`config.mk`:
```
export PLATFORM = sky130hd
export DESIGN_NAME = assist_current_controller_top
export DESIGN_NICKNAME = d
export VERILOG_FILES = /design/src/hw/rtl/acc_pkg.sv /design/src/hw/rtl/assist_current_controller_top.sv /design/src/hw/rtl/acc_csr.sv /design/src/hw/rtl/acc_div.sv
export SDC_FILE = /design/constraint.sdc
export NUM_CORES = 2
export LEC_CHECK = 0
export ABC_CLOCK_PERIOD_IN_PS = 10200
export BUFFER_PORTS_ARGS = -buffer_cell sky130_fd_sc_hd__clkbuf_2
export CAP_MARGIN = 40
export CORE_MARGIN = 2
export CORE_UTILIZATION = 58
export CTS_BUF_LIST = sky130_fd_sc_hd__clkbuf_16
export DETAILED_ROUTE_END_ITERATION = 16
export PLACE_DENSITY = 0.76
export SLEW_MARGIN = 20
export SYNTH_ARGS = -nofsm -noshare
export SYNTH_HDL_FRONTEND = slang
export SYNTH_SLANG_ARGS = --single-unit
```
`constraint.sdc`:
```
create_clock -name clock -period 10.2 [get_ports clock]
set_input_delay 1.53 -clock clock [delete_from_list [all_inputs] [get_ports clock]]
set_output_delay 1.53 -clock clock [all_outputs]
set_load 0.02 [all_outputs]
```
`src/hw/rtl/acc_pkg.sv`:
```
// Shared types and constants of the assist current controller.
// Depends on nothing; all files but acc_checker refer to it by scoped names.
package acc_pkg;

   // Field widths
   localparam int unsigned CUR_W    = 16;
   localparam int unsigned CMD_W    = 17;
   localparam int unsigned FILT_W   = 18;
   localparam int unsigned TARGET_W = 17;
   localparam int unsigned NUM_W    = 32;
   localparam int unsigned DEN_W    = 16;
   localparam int unsigned CNT_W    = 6;
   localparam int unsigned GEARS    = 6;

   // Numerator padding so that the significant bits sit at the top of the divider
   localparam int unsigned PHASE_PAD_W = NUM_W - TARGET_W;

   // Support modes
   localparam logic [1:0] MODE_PEDAL  = 2'd1;
   localparam logic [1:0] MODE_TORQUE = 2'd2;

   // Arithmetic constants: duty floor of 0.02 in Q15, ramp of 1.5 A
   localparam logic signed [15:0] DUTY_FLOOR = 16'sd655;
   localparam logic [FILT_W-1:0]  RAMP_LIMIT = 18'd384;
   localparam logic [5:0]         GEAR_LAST  = 6'd6;

   // A tenth is taken by multiplying with ceil(2^20 / 10) and dropping 20 bits.
   // This is exact for every magnitude below 2^18.
   localparam logic [16:0]        TENTH_MULT = 17'd104858;

   // Divider pass length: a full quotient for the phase current
   localparam logic [CNT_W-1:0] PHASE_ITERS = 6'd32;

   // Register map
   typedef enum logic [2:0] {
      REG_GEAR_ONE,
      REG_GEAR_TWO,
      REG_GEAR_THREE,
      REG_GEAR_FOUR,
      REG_GEAR_FIVE,
      REG_GEAR_SIX,
      REG_LIMIT_LOW,
      REG_LIMIT_HIGH
   } reg_index_type;

   // Reset values of the registers
   localparam logic [GEARS-1:0][CUR_W-1:0] GEAR_RESET = {
      16'd12800, 16'd7680, 16'd3840, 16'd2304, 16'd1280, 16'd640
   };
   localparam logic signed [CMD_W-1:0] LIMIT_LOW_RESET  = -17'sd15360;
   localparam logic [CUR_W-1:0]        LIMIT_HIGH_RESET = 16'd15360;

   typedef struct packed {
      logic [GEARS-1:0][CUR_W-1:0] gear_current;
      logic signed [CMD_W-1:0]     limit_low;
      logic [CUR_W-1:0]            limit_high;
   } cfg_type;

   typedef struct packed {
      logic             start;
      logic [CNT_W-1:0] iters;
   } div_cmd_type;

   typedef struct packed {
      logic busy;
      logic done;
   } div_status_type;

   typedef enum logic [2:0] {
      ST_IDLE,
      ST_TARGET,
      ST_DIV_PHASE,
      ST_CLAMP,
      ST_DIFF,
      ST_DIV_FILT,
      ST_UPDATE
   } state_type;

endpackage

```
`src/hw/rtl/assist_current_controller_top.sv`:
```
// An accepted request runs through TARGET, DIV_PHASE, CLAMP, DIFF, DIV_FILT and UPDATE;
// with the motor off it goes from TARGET straight to UPDATE. Most of the time goes to the
// restoring divider, 32 steps for the phase current; the 1/10 filter step is a reciprocal
// multiplication in a cycle of its own.
// One request is in progress at a time; a finished result waits in the output register.
// Synchronous reset clears the sequencer, the filtered current and the output valid,
// and loads the register defaults; a request is taken in the first cycle after reset.
module assist_current_controller_top (
   input  logic               clock,
   input  logic               reset,
   input  logic               req_valid,
   output logic               req_stall,
   input  logic               req_motor_enabled,
   input  logic [1:0]         req_assist_mode,
   input  logic               req_pedaling,
   input  logic [15:0]        req_torque_fraction,
   input  logic [2:0]         req_gear,
   input  logic signed [15:0] req_duty_now,
   output logic               rsp_valid,
   input  logic               rsp_stall,
   output logic signed [16:0] rsp_current_command,
   input  logic               csr_psel,
   input  logic               csr_penable,
   input  logic               csr_pwrite,
   input  logic [4:0]         csr_paddr,
   input  logic [31:0]        csr_pwdata,
   output logic [31:0]        csr_prdata,
   output logic               csr_pready
);

   acc_pkg::cfg_type        cfg;
   acc_pkg::div_cmd_type    div_cmd;
   acc_pkg::div_status_type div_status;
   logic [acc_pkg::NUM_W-1:0] div_num;
   logic [acc_pkg::DEN_W-1:0] div_den;
   logic [acc_pkg::NUM_W-1:0] div_quot;

   acc_pkg::state_type state_ff, state_in;

   // Captured request
   logic               en_ff;
   logic [1:0]         mode_ff;
   logic               pedal_ff;
   logic [15:0]        torque_ff;
   logic [2:0]         gear_ff;
   logic signed [15:0] duty_ff;

   logic [acc_pkg::FILT_W-1:0] filt_ff, filt_in;
   logic [acc_pkg::CMD_W-1:0]  phase_ff, phase_in;
   logic                       neg_ff, neg_in;
   logic [acc_pkg::FILT_W-1:0] mag_ff, mag_in;
   logic [acc_pkg::FILT_W-1:0] tenth_ff, tenth_in;
   logic                       rsp_valid_ff, rsp_valid_in;
   logic [acc_pkg::CMD_W-1:0]  rsp_cmd_ff, rsp_cmd_in;

   logic                           accept;
   logic                           out_free;
   logic                           gear_ok;
   logic [2:0]                     gear_idx;
   logic [acc_pkg::CUR_W-1:0]      gear_cur;
   logic [31:0]                    product;
   logic [acc_pkg::TARGET_W-1:0]   target;
   logic signed [15:0]             duty_eff;
   logic signed [32:0]             quot_s;
   logic signed [32:0]             low_s;
   logic [acc_pkg::FILT_W-1:0]     diff;
   logic [acc_pkg::FILT_W-1:0]     mag;
   logic [34:0]                    tenth_prod;
   logic [acc_pkg::FILT_W-1:0]     step;
   logic [acc_pkg::FILT_W-1:0]     filt_next;

   acc_csr u_csr (
      .clock       (clock),
      .reset       (reset),
      .csr_psel    (csr_psel),
      .csr_penable (csr_penable),
      .csr_pwrite  (csr_pwrite),
      .csr_paddr   (csr_paddr),
      .csr_pwdata  (csr_pwdata),
      .csr_prdata  (csr_prdata),
      .csr_pready  (csr_pready),
      .cfg         (cfg)
   );

   acc_div u_div (
      .clock  (clock),
      .reset  (reset),
      .cmd    (div_cmd),
      .num    (div_num),
      .den    (div_den),
      .status (div_status),
      .quot   (div_quot)
   );

   assign req_stall           = (state_ff != acc_pkg::ST_IDLE);
   assign accept              = req_valid & ~req_stall;
   assign out_free            = ~rsp_valid_ff | ~rsp_stall;
   assign rsp_valid           = rsp_valid_ff;
   assign rsp_current_command = $signed(rsp_cmd_ff);

   // Target current from the gear table and the support mode
   always_comb begin
      gear_ok  = (gear_ff != 3'd0) && ({3'd0, gear_ff} <= acc_pkg::GEAR_LAST);
      gear_idx = gear_ff - 3'd1;
      gear_cur = gear_ok ? cfg.gear_current[gear_idx] : '0;
      product  = torque_ff * gear_cur;
      case (mode_ff)
         acc_pkg::MODE_PEDAL:  target = pedal_ff ? {1'b0, gear_cur} : '0;
         acc_pkg::MODE_TORQUE: target = product[31:15];
         default:              target = '0;
      endcase
      duty_eff = (duty_ff < acc_pkg::DUTY_FLOOR) ? acc_pkg::DUTY_FLOOR : duty_ff;
   end

   // Clamp, filter difference and ramp-limited step
   always_comb begin
      quot_s     = $signed({1'b0, div_quot});
      low_s      = $signed({{16{cfg.limit_low[16]}}, cfg.limit_low});
      diff       = {phase_ff[acc_pkg::CMD_W-1], phase_ff} - filt_ff;
      mag        = diff[acc_pkg::FILT_W-1] ? (18'd0 - diff) : diff;
      tenth_prod = mag_ff * acc_pkg::TENTH_MULT;
      if (neg_ff) begin
         step = 18'd0 - tenth_ff;
      end else if (tenth_ff > acc_pkg::RAMP_LIMIT) begin
         step = acc_pkg::RAMP_LIMIT;
      end else begin
         step = tenth_ff;
      end
      filt_next = filt_ff + step;
   end

   // Sequencer
   always_comb begin
      state_in     = state_ff;
      filt_in      = filt_ff;
      phase_in     = phase_ff;
      neg_in       = neg_ff;
      mag_in       = mag_ff;
      tenth_in     = tenth_ff;
      rsp_valid_in = rsp_valid_ff & rsp_stall;
      rsp_cmd_in   = rsp_cmd_ff;
      div_cmd      = '0;
      div_num      = '0;
      div_den      = '0;
      case (state_ff)
         acc_pkg::ST_IDLE: begin
            if (accept) begin
               state_in = acc_pkg::ST_TARGET;
            end
         end
         acc_pkg::ST_TARGET: begin
            if (!en_ff) begin
               state_in = acc_pkg::ST_UPDATE;
            end else begin
               // A zero target restarts the filter from zero
               if (target == '0) begin
                  filt_in = '0;
               end
               div_cmd.start = 1'b1;
               div_cmd.iters = acc_pkg::PHASE_ITERS;
               div_num       = {target, {acc_pkg::PHASE_PAD_W{1'b0}}};
               div_den       = $unsigned(duty_eff);
               state_in      = acc_pkg::ST_DIV_PHASE;
            end
         end
         acc_pkg::ST_DIV_PHASE: begin
            if (div_status.done) begin
               state_in = acc_pkg::ST_CLAMP;
            end
         end
         acc_pkg::ST_CLAMP: begin
            // The low limit is tested first, so a quotient below it takes the low
            // limit even when the limits cross
            if (quot_s < low_s) begin
               phase_in = cfg.limit_low;
            end else if (div_quot > {16'd0, cfg.limit_high}) begin
               phase_in = {1'b0, cfg.limit_high};
            end else begin
               phase_in = div_quot[acc_pkg::CMD_W-1:0];
            end
            state_in = acc_pkg::ST_DIFF;
         end
         acc_pkg::ST_DIFF: begin
            // Keep the magnitude and put the sign back after the division by ten
            neg_in   = diff[acc_pkg::FILT_W-1];
            mag_in   = mag;
            state_in = acc_pkg::ST_DIV_FILT;
         end
         acc_pkg::ST_DIV_FILT: begin
            // A tenth of the magnitude, rounded down
            tenth_in = {3'b000, tenth_prod[34:20]};
            state_in = acc_pkg::ST_UPDATE;
         end
         acc_pkg::ST_UPDATE: begin
            if (out_free) begin
               rsp_valid_in = 1'b1;
               if (en_ff) begin
                  filt_in    = filt_next;
                  rsp_cmd_in = filt_next[acc_pkg::CMD_W-1:0];
               end else begin
                  rsp_cmd_in = '0;
               end
               state_in = acc_pkg::ST_IDLE;
            end
         end
         default: begin
            state_in = acc_pkg::ST_IDLE;
         end
      endcase
   end

   // Control state
   always_ff @(posedge clock) begin
      if (reset) begin
         state_ff     <= acc_pkg::ST_IDLE;
         filt_ff      <= '0;
         rsp_valid_ff <= 1'b0;
      end else begin
         state_ff     <= state_in;
         filt_ff      <= filt_in;
         rsp_valid_ff <= rsp_valid_in;
      end
   end

   // Payload registers
   always_ff @(posedge clock) begin
      phase_ff   <= phase_in;
      neg_ff     <= neg_in;
      mag_ff     <= mag_in;
      tenth_ff   <= tenth_in;
      rsp_cmd_ff <= rsp_cmd_in;
      if (accept) begin
         en_ff     <= req_motor_enabled;
         mode_ff   <= req_assist_mode;
         pedal_ff  <= req_pedaling;
         torque_ff <= req_torque_fraction;
         gear_ff   <= req_gear;
         duty_ff   <= req_duty_now;
      end
   end

endmodule

```
`src/hw/rtl/acc_csr.sv`:
```
// Configuration registers of the assist current controller behind an APB-style port.
// Depends on acc_pkg for the register map, reset values and the configuration struct.
module acc_csr (
   input  logic                 clock,
   input  logic                 reset,
   input  logic                 csr_psel,
   input  logic                 csr_penable,
   input  logic                 csr_pwrite,
   input  logic [4:0]           csr_paddr,
   input  logic [31:0]          csr_pwdata,
   output logic [31:0]          csr_prdata,
   output logic                 csr_pready,
   output acc_pkg::cfg_type     cfg
);

   acc_pkg::cfg_type       cfg_ff;
   acc_pkg::cfg_type       cfg_in;
   acc_pkg::reg_index_type index;
   logic                   write_en;

   assign csr_pready = 1'b1;
   assign write_en   = csr_psel & csr_penable & csr_pwrite;
   assign index      = acc_pkg::reg_index_type'(csr_paddr[4:2]);
   assign cfg        = cfg_ff;

   // Register write decode
   always_comb begin
      cfg_in = cfg_ff;
      if (write_en) begin
         case (index)
            acc_pkg::REG_GEAR_ONE:   cfg_in.gear_current[0] = csr_pwdata[15:0];
            acc_pkg::REG_GEAR_TWO:   cfg_in.gear_current[1] = csr_pwdata[15:0];
            acc_pkg::REG_GEAR_THREE: cfg_in.gear_current[2] = csr_pwdata[15:0];
            acc_pkg::REG_GEAR_FOUR:  cfg_in.gear_current[3] = csr_pwdata[15:0];
            acc_pkg::REG_GEAR_FIVE:  cfg_in.gear_current[4] = csr_pwdata[15:0];
            acc_pkg::REG_GEAR_SIX:   cfg_in.gear_current[5] = csr_pwdata[15:0];
            acc_pkg::REG_LIMIT_LOW:  cfg_in.limit_low       = csr_pwdata[16:0];
            acc_pkg::REG_LIMIT_HIGH: cfg_in.limit_high      = csr_pwdata[15:0];
            default: cfg_in = cfg_ff;
         endcase
      end
   end

   // Register storage with reset defaults
   always_ff @(posedge clock) begin
      if (reset) begin
         cfg_ff.gear_current <= acc_pkg::GEAR_RESET;
         cfg_ff.limit_low    <= acc_pkg::LIMIT_LOW_RESET;
         cfg_ff.limit_high   <= acc_pkg::LIMIT_HIGH_RESET;
      end else begin
         cfg_ff <= cfg_in;
      end
   end

   // Read-back; the low limit is sign extended
   always_comb begin
      case (index)
         acc_pkg::REG_GEAR_ONE:   csr_prdata = {16'd0, cfg_ff.gear_current[0]};
         acc_pkg::REG_GEAR_TWO:   csr_prdata = {16'd0, cfg_ff.gear_current[1]};
         acc_pkg::REG_GEAR_THREE: csr_prdata = {16'd0, cfg_ff.gear_current[2]};
         acc_pkg::REG_GEAR_FOUR:  csr_prdata = {16'd0, cfg_ff.gear_current[3]};
         acc_pkg::REG_GEAR_FIVE:  csr_prdata = {16'd0, cfg_ff.gear_current[4]};
         acc_pkg::REG_GEAR_SIX:   csr_prdata = {16'd0, cfg_ff.gear_current[5]};
         acc_pkg::REG_LIMIT_LOW:  csr_prdata = {{15{cfg_ff.limit_low[16]}}, cfg_ff.limit_low};
         acc_pkg::REG_LIMIT_HIGH: csr_prdata = {16'd0, cfg_ff.limit_high};
         default:                 csr_prdata = 32'd0;
      endcase
   end

endmodule

```
`src/hw/rtl/acc_div.sv`:
```
// Restoring divider, one quotient bit per cycle, used for the phase current division.
// Depends on acc_pkg for the command and status structs and the widths.
module acc_div (
   input  logic                          clock,
   input  logic                          reset,
   input  acc_pkg::div_cmd_type          cmd,
   input  logic [acc_pkg::NUM_W-1:0]     num,
   input  logic [acc_pkg::DEN_W-1:0]     den,
   output acc_pkg::div_status_type       status,
   output logic [acc_pkg::NUM_W-1:0]     quot
);

   logic [acc_pkg::NUM_W-1:0] num_ff, num_in;
   logic [acc_pkg::DEN_W-1:0] rem_ff, rem_in;
   logic [acc_pkg::DEN_W-1:0] den_ff, den_in;
   logic [acc_pkg::CNT_W-1:0] count_ff, count_in;
   logic                      done_ff, done_in;
   logic [acc_pkg::DEN_W:0]   trial;
   logic [acc_pkg::DEN_W+1:0] diff;
   logic                      fits;

   // One restoring step: shift in the next numerator bit and try the subtraction
   always_comb begin
      trial = {rem_ff, num_ff[acc_pkg::NUM_W-1]};
      diff  = {1'b0, trial} - {2'b00, den_ff};
      fits  = ~diff[acc_pkg::DEN_W+1];
   end

   // Load on start, otherwise iterate until the count runs out
   always_comb begin
      num_in   = num_ff;
      rem_in   = rem_ff;
      den_in   = den_ff;
      count_in = count_ff;
      done_in  = 1'b0;
      if (cmd.start) begin
         num_in   = num;
         rem_in   = '0;
         den_in   = den;
         count_in = cmd.iters;
      end else if (count_ff != '0) begin
         num_in   = {num_ff[acc_pkg::NUM_W-2:0], fits};
         rem_in   = fits ? diff[acc_pkg::DEN_W-1:0] : trial[acc_pkg::DEN_W-1:0];
         count_in = count_ff - 1'b1;
         done_in  = (count_ff == 6'd1);
      end
   end

   always_ff @(posedge clock) begin
      if (reset) begin
         count_ff <= '0;
         done_ff  <= 1'b0;
      end else begin
         count_ff <= count_in;
         done_ff  <= done_in;
      end
   end

   always_ff @(posedge clock) begin
      num_ff <= num_in;
      rem_ff <= rem_in;
      den_ff <= den_in;
   end

   assign status.busy = (count_ff != '0);
   assign status.done = done_ff;
   assign quot        = num_ff;

endmodule

```
==> key figures <==
Outcome
  – Status: complete, no violations

Detailed routing
  – DRT iter0 DRCs: approximately 2,000
  – Routed Antenna Nets: 0
  – DR vias/cell: roughly 5.8
  – Via count: 24,700
  – DRC viols: 0
  – Wirelength, routed: slightly below 80 mm
  – Per-cell routed wire length: 18.0 um
  – Pre-antenna DRT Iters: 5

Power and ir drop
  – Net Switching: around 2.6 mW
  – Logic pwr share: between 40 and 50%
  – Worst VDD drop: 132 uV
  – Switching Share: between 40% and 50%
  – Clock share of power: 22.2%
  – Flop pwr share: between 20 and 30%
  – Pint: roughly 3.8 mW
  – Leakage: 15.7 nW
  – P per Cell Area: 186 mW/mm2

Setup path
  – Reg2reg path depth: 33
  – CP startpoint kind: register
  – Most frequent cell on the critical path: fa_1
  – Worst R2R End: filt_ff[0]
  – CP max-delay cell: ha_1
  – Required @ worst endpoint: between 10 and 15 ns
  – Worst R2R Start: gear_ff[0]
  – Crit-path max FO: 35
  – CP arrival: 9.97 ns
  – Critical path class: reg2reg
  – Nature of the critical path endpoint: register
  – Crit path max-delay family: adder cells
  – Critical path buffers and inverters: 9
  – Slowest Stage Delay on Critical Path: 0.63 ns
  – R2R setup slack: between 0.7 and 0.8 ns

Final layout
  – Most common cell after layout, fill and taps aside: inv_1
  – P&R area growth vs syn: 7.86%
  – Layout cells sized above 1: 8.21%
  – # diodes: 0
  – NumNets Final: 4,279
  – Most frequent cells in the layout: inv_1 (529), nand2_1 (495), ha_1 (344), fa_1 (291), a21oi_1 (214)

STA
  – Setup TNS: 0 ns
  – Finish-stage setup viols: 0
  – Final Cycle Share: 92.8%
  – RSZ-0062 raised after global routing: no
  – Max-slew violation count: 0
  – Rel. slew slack: around two fifths
  – Clock skew: 0.0410 ns
  – Maximum clock rate: 106 MHz
  – Min Tclk post-route: 9.47 ns
  – Worst Tran Pin Value: 0.879 ns
  – Final WS setup: between 0.7 and 0.8 ns
  – Final hold vios: 0

Logic synthesis
  – Post-synthesis sequential area ratio: 25.6%
  – Post-Synthesis Cells: roughly 3,500
  – FF+latch count, synth: 329
  – Mapped Avg Cell Area: roughly 9.0 um2
  – Yosys warnings: 0
  – Synth async-reset ratio: 0%
  – Area contributors post-synth: fa_1 (18%), edfxtp_1 (15%), ha_1 (14%)
  – Area of the mapped netlist: 0.0318 mm2
  – Ys flop type: dfxtp_1
  – Yosys cell types: slightly above 80
  – Top cell type's share of synthesized area: 18.3%
  – Cell taking the most area after synthesis: fa_1
  – EDFF count, synth: 155

Clock tree
  – Clk buf depth: 3
  – CTS sink cnt: 329
  – Post-CTS Setup Bufs: 0
  – H-tree Lvls: 2
  – Clock Latency Late Sink: 0.60 ns
  – Clk slew on worst S/H paths: 0.06 ns
  – Post-cts sizing count: 0
  – Cts hold-fix bufs: 0
  – CTS buffer count: 39
  – CTS tree: yes
  – Root buffer selected by CTS: clkbuf_16

Placement
  – PortBufs: 116
  – Hpwl dp: 58.3 mm
  – Pre-CTS setup slack: 0.811 ns
  – Gpl congestion: 0.917

Global routing
  – Vias in the first global route: 25,000
  – Global-route wire length before repair: around 130 mm
  – Grt ovf: 0
  – Largest net degree at the start of global routing: 73
  – Gr usage total: 27.9%
  – Initial antenna violation count: 0

Die
  – IO Pins: 135
  – Effective utilization at floorplan: 58.8%
  – DIE AREA: roughly 0.057 mm2
  – Chip Width: 238 um
  – Die H: around 240 um
  – Row Count: 85
  – Core area: approximately 0.054 mm2

Min path
  – WHS Endpoint: u_csr.cfg[28]
  – Hold Path Class: reg2reg
  – Hold Crit Depth: 2
  – Min-delay src: u_csr.cfg[28]

Flow run
  – Max Cap Violations: 0
## worst max path at each step
stage,cells after the start,startpoint,to,slack (ns)
after floorplan,36,gear_ff[0],filt_ff[17],0.98
after CTS,31,gear_ff[0],filt_ff[1],0.76
final,33,gear_ff[0],filt_ff[0],0.73
after detailed placement,31,gear_ff[0],filt_ff[1],0.81
after global routing,31,gear_ff[0],filt_ff[0],0.20
after global placement,29,gear_ff[0],filt_ff[1],0.66
## state kept, by name (all words and copies together) (netlist names), 2 cells and up
name / count
filt_ff: 18
torque_ff: 16
u_div.rem_ff: 16
tenth_ff: 15
gear_ff: 3
rsp_current_command: 17
mag_ff: 18
u_div.den_ff: 16
u_csr.cfg: 129
state_ff: 3
mode_ff: 2
phase_ff: 17
u_div.quot: 32
u_div.count_ff: 6
duty_ff: 16
## Yosys cell counts, types with 8 or more instances
master / n
o22ai_1: 12
edfxtp_1: 155
nand3_1: 35
a211o_1: 13
or3_1: 19
mux4_2: 22
a31oi_1: 20
xnor2_1: 48
o31ai_1: 10
a21o_1: 40
and3_1: 22
clkbuf_1: 133
nand3b_1: 36
buf_4: 16
clkbuf_2: 16
o21a_1: 12
a21oi_1: 216
nor2_1: 187
or2_2: 14
a22o_1: 8
nor2b_1: 20
o21bai_1: 12
nand4_1: 26
mux2i_1: 69
dfxtp_1: 174
fa_1: 291
nand2_1: 495
a22oi_1: 8
a211oi_1: 16
xor2_1: 35
mux2_2: 9
and2_1: 141
inv_1: 524
ha_1: 344
o21ai_0: 119
nor3_1: 61
nor4_1: 15
o211ai_1: 8
nand2b_1: 25
a221oi_1: 21
## worst min-delay path, cell delays in order (launching register included)
cell,delay [ns]
dfxtp_1,0.31
nand2_1,0.05
a21oi_1,0.05
## power groups by stage
stage	logic [mW]	clock network, mW	registers, mW
floorplan	2.44	0	1.76
finish	3.16	1.42	1.81
detailed placement	3.15	0	1.83
global route	3.63	1.49	1.83
global placement	3.07	0	1.83
CTS	3.18	1.44	1.81
## metal layers
layer / share of wire [%] / wire (um) / GRT usage, % / vias up
met3: 7.3 / 5620 / 4.64 / 160
li1: - / - / - / 11800
met1: 43 / 32900 / 37.6 / 12000
met4: 3.1 / 2410 / 9.11 / 0
met2: 47 / 36200 / 46.2 / 858
met5: 0 / 0 / 0 / -
## cell families (layout without fill, tap and decap cells)
logic type / after synthesis / in the layout / synth area share (%)
AOI/OAI and AO/OA: 565 / 565 / 11.1
other: 2 / 3 / 0.0236
and+or+nand+nor: 1111 / 1111 / 16.4
buffers and inverters: 701 / 765 / 8.57
adders and majority gates: 635 / 635 / 31.9
xor gates and xnor gates: 83 / 83 / 2.29
muxes: 101 / 101 / 4.09
DFF: 329 / 329 / 25.6
## area by class of cell
cell class | instances | area, um2
multi-input cells | 2498 | 21000
fillers | 4467 | 19800
flip-flops and latches | 329 | 8140
inverters | 526 | 1970
clock buffers | 41 | 1030
repair buffers | 167 | 993
well taps | 696 | 871
clock inverters | 31 | 275
## stage by stage
step	instances	area (um2)	utilization (%)	hold WS, ns	total power [mW]
4_1_cts	4286	34200	63.4	0.454	6.42
5_1_grt	4288	34300	63.4	0.483	6.95
3_5_place_dp	4214	32900	61.0	0.446	4.99
6_report	4288	34300	63.4	0.457	6.39
3_3_place_gp	4207	32900	60.8	0.442	4.90
2_1_floorplan	3528	31800	-	0.436	4.20
Power figures use the tool's default switching activity.
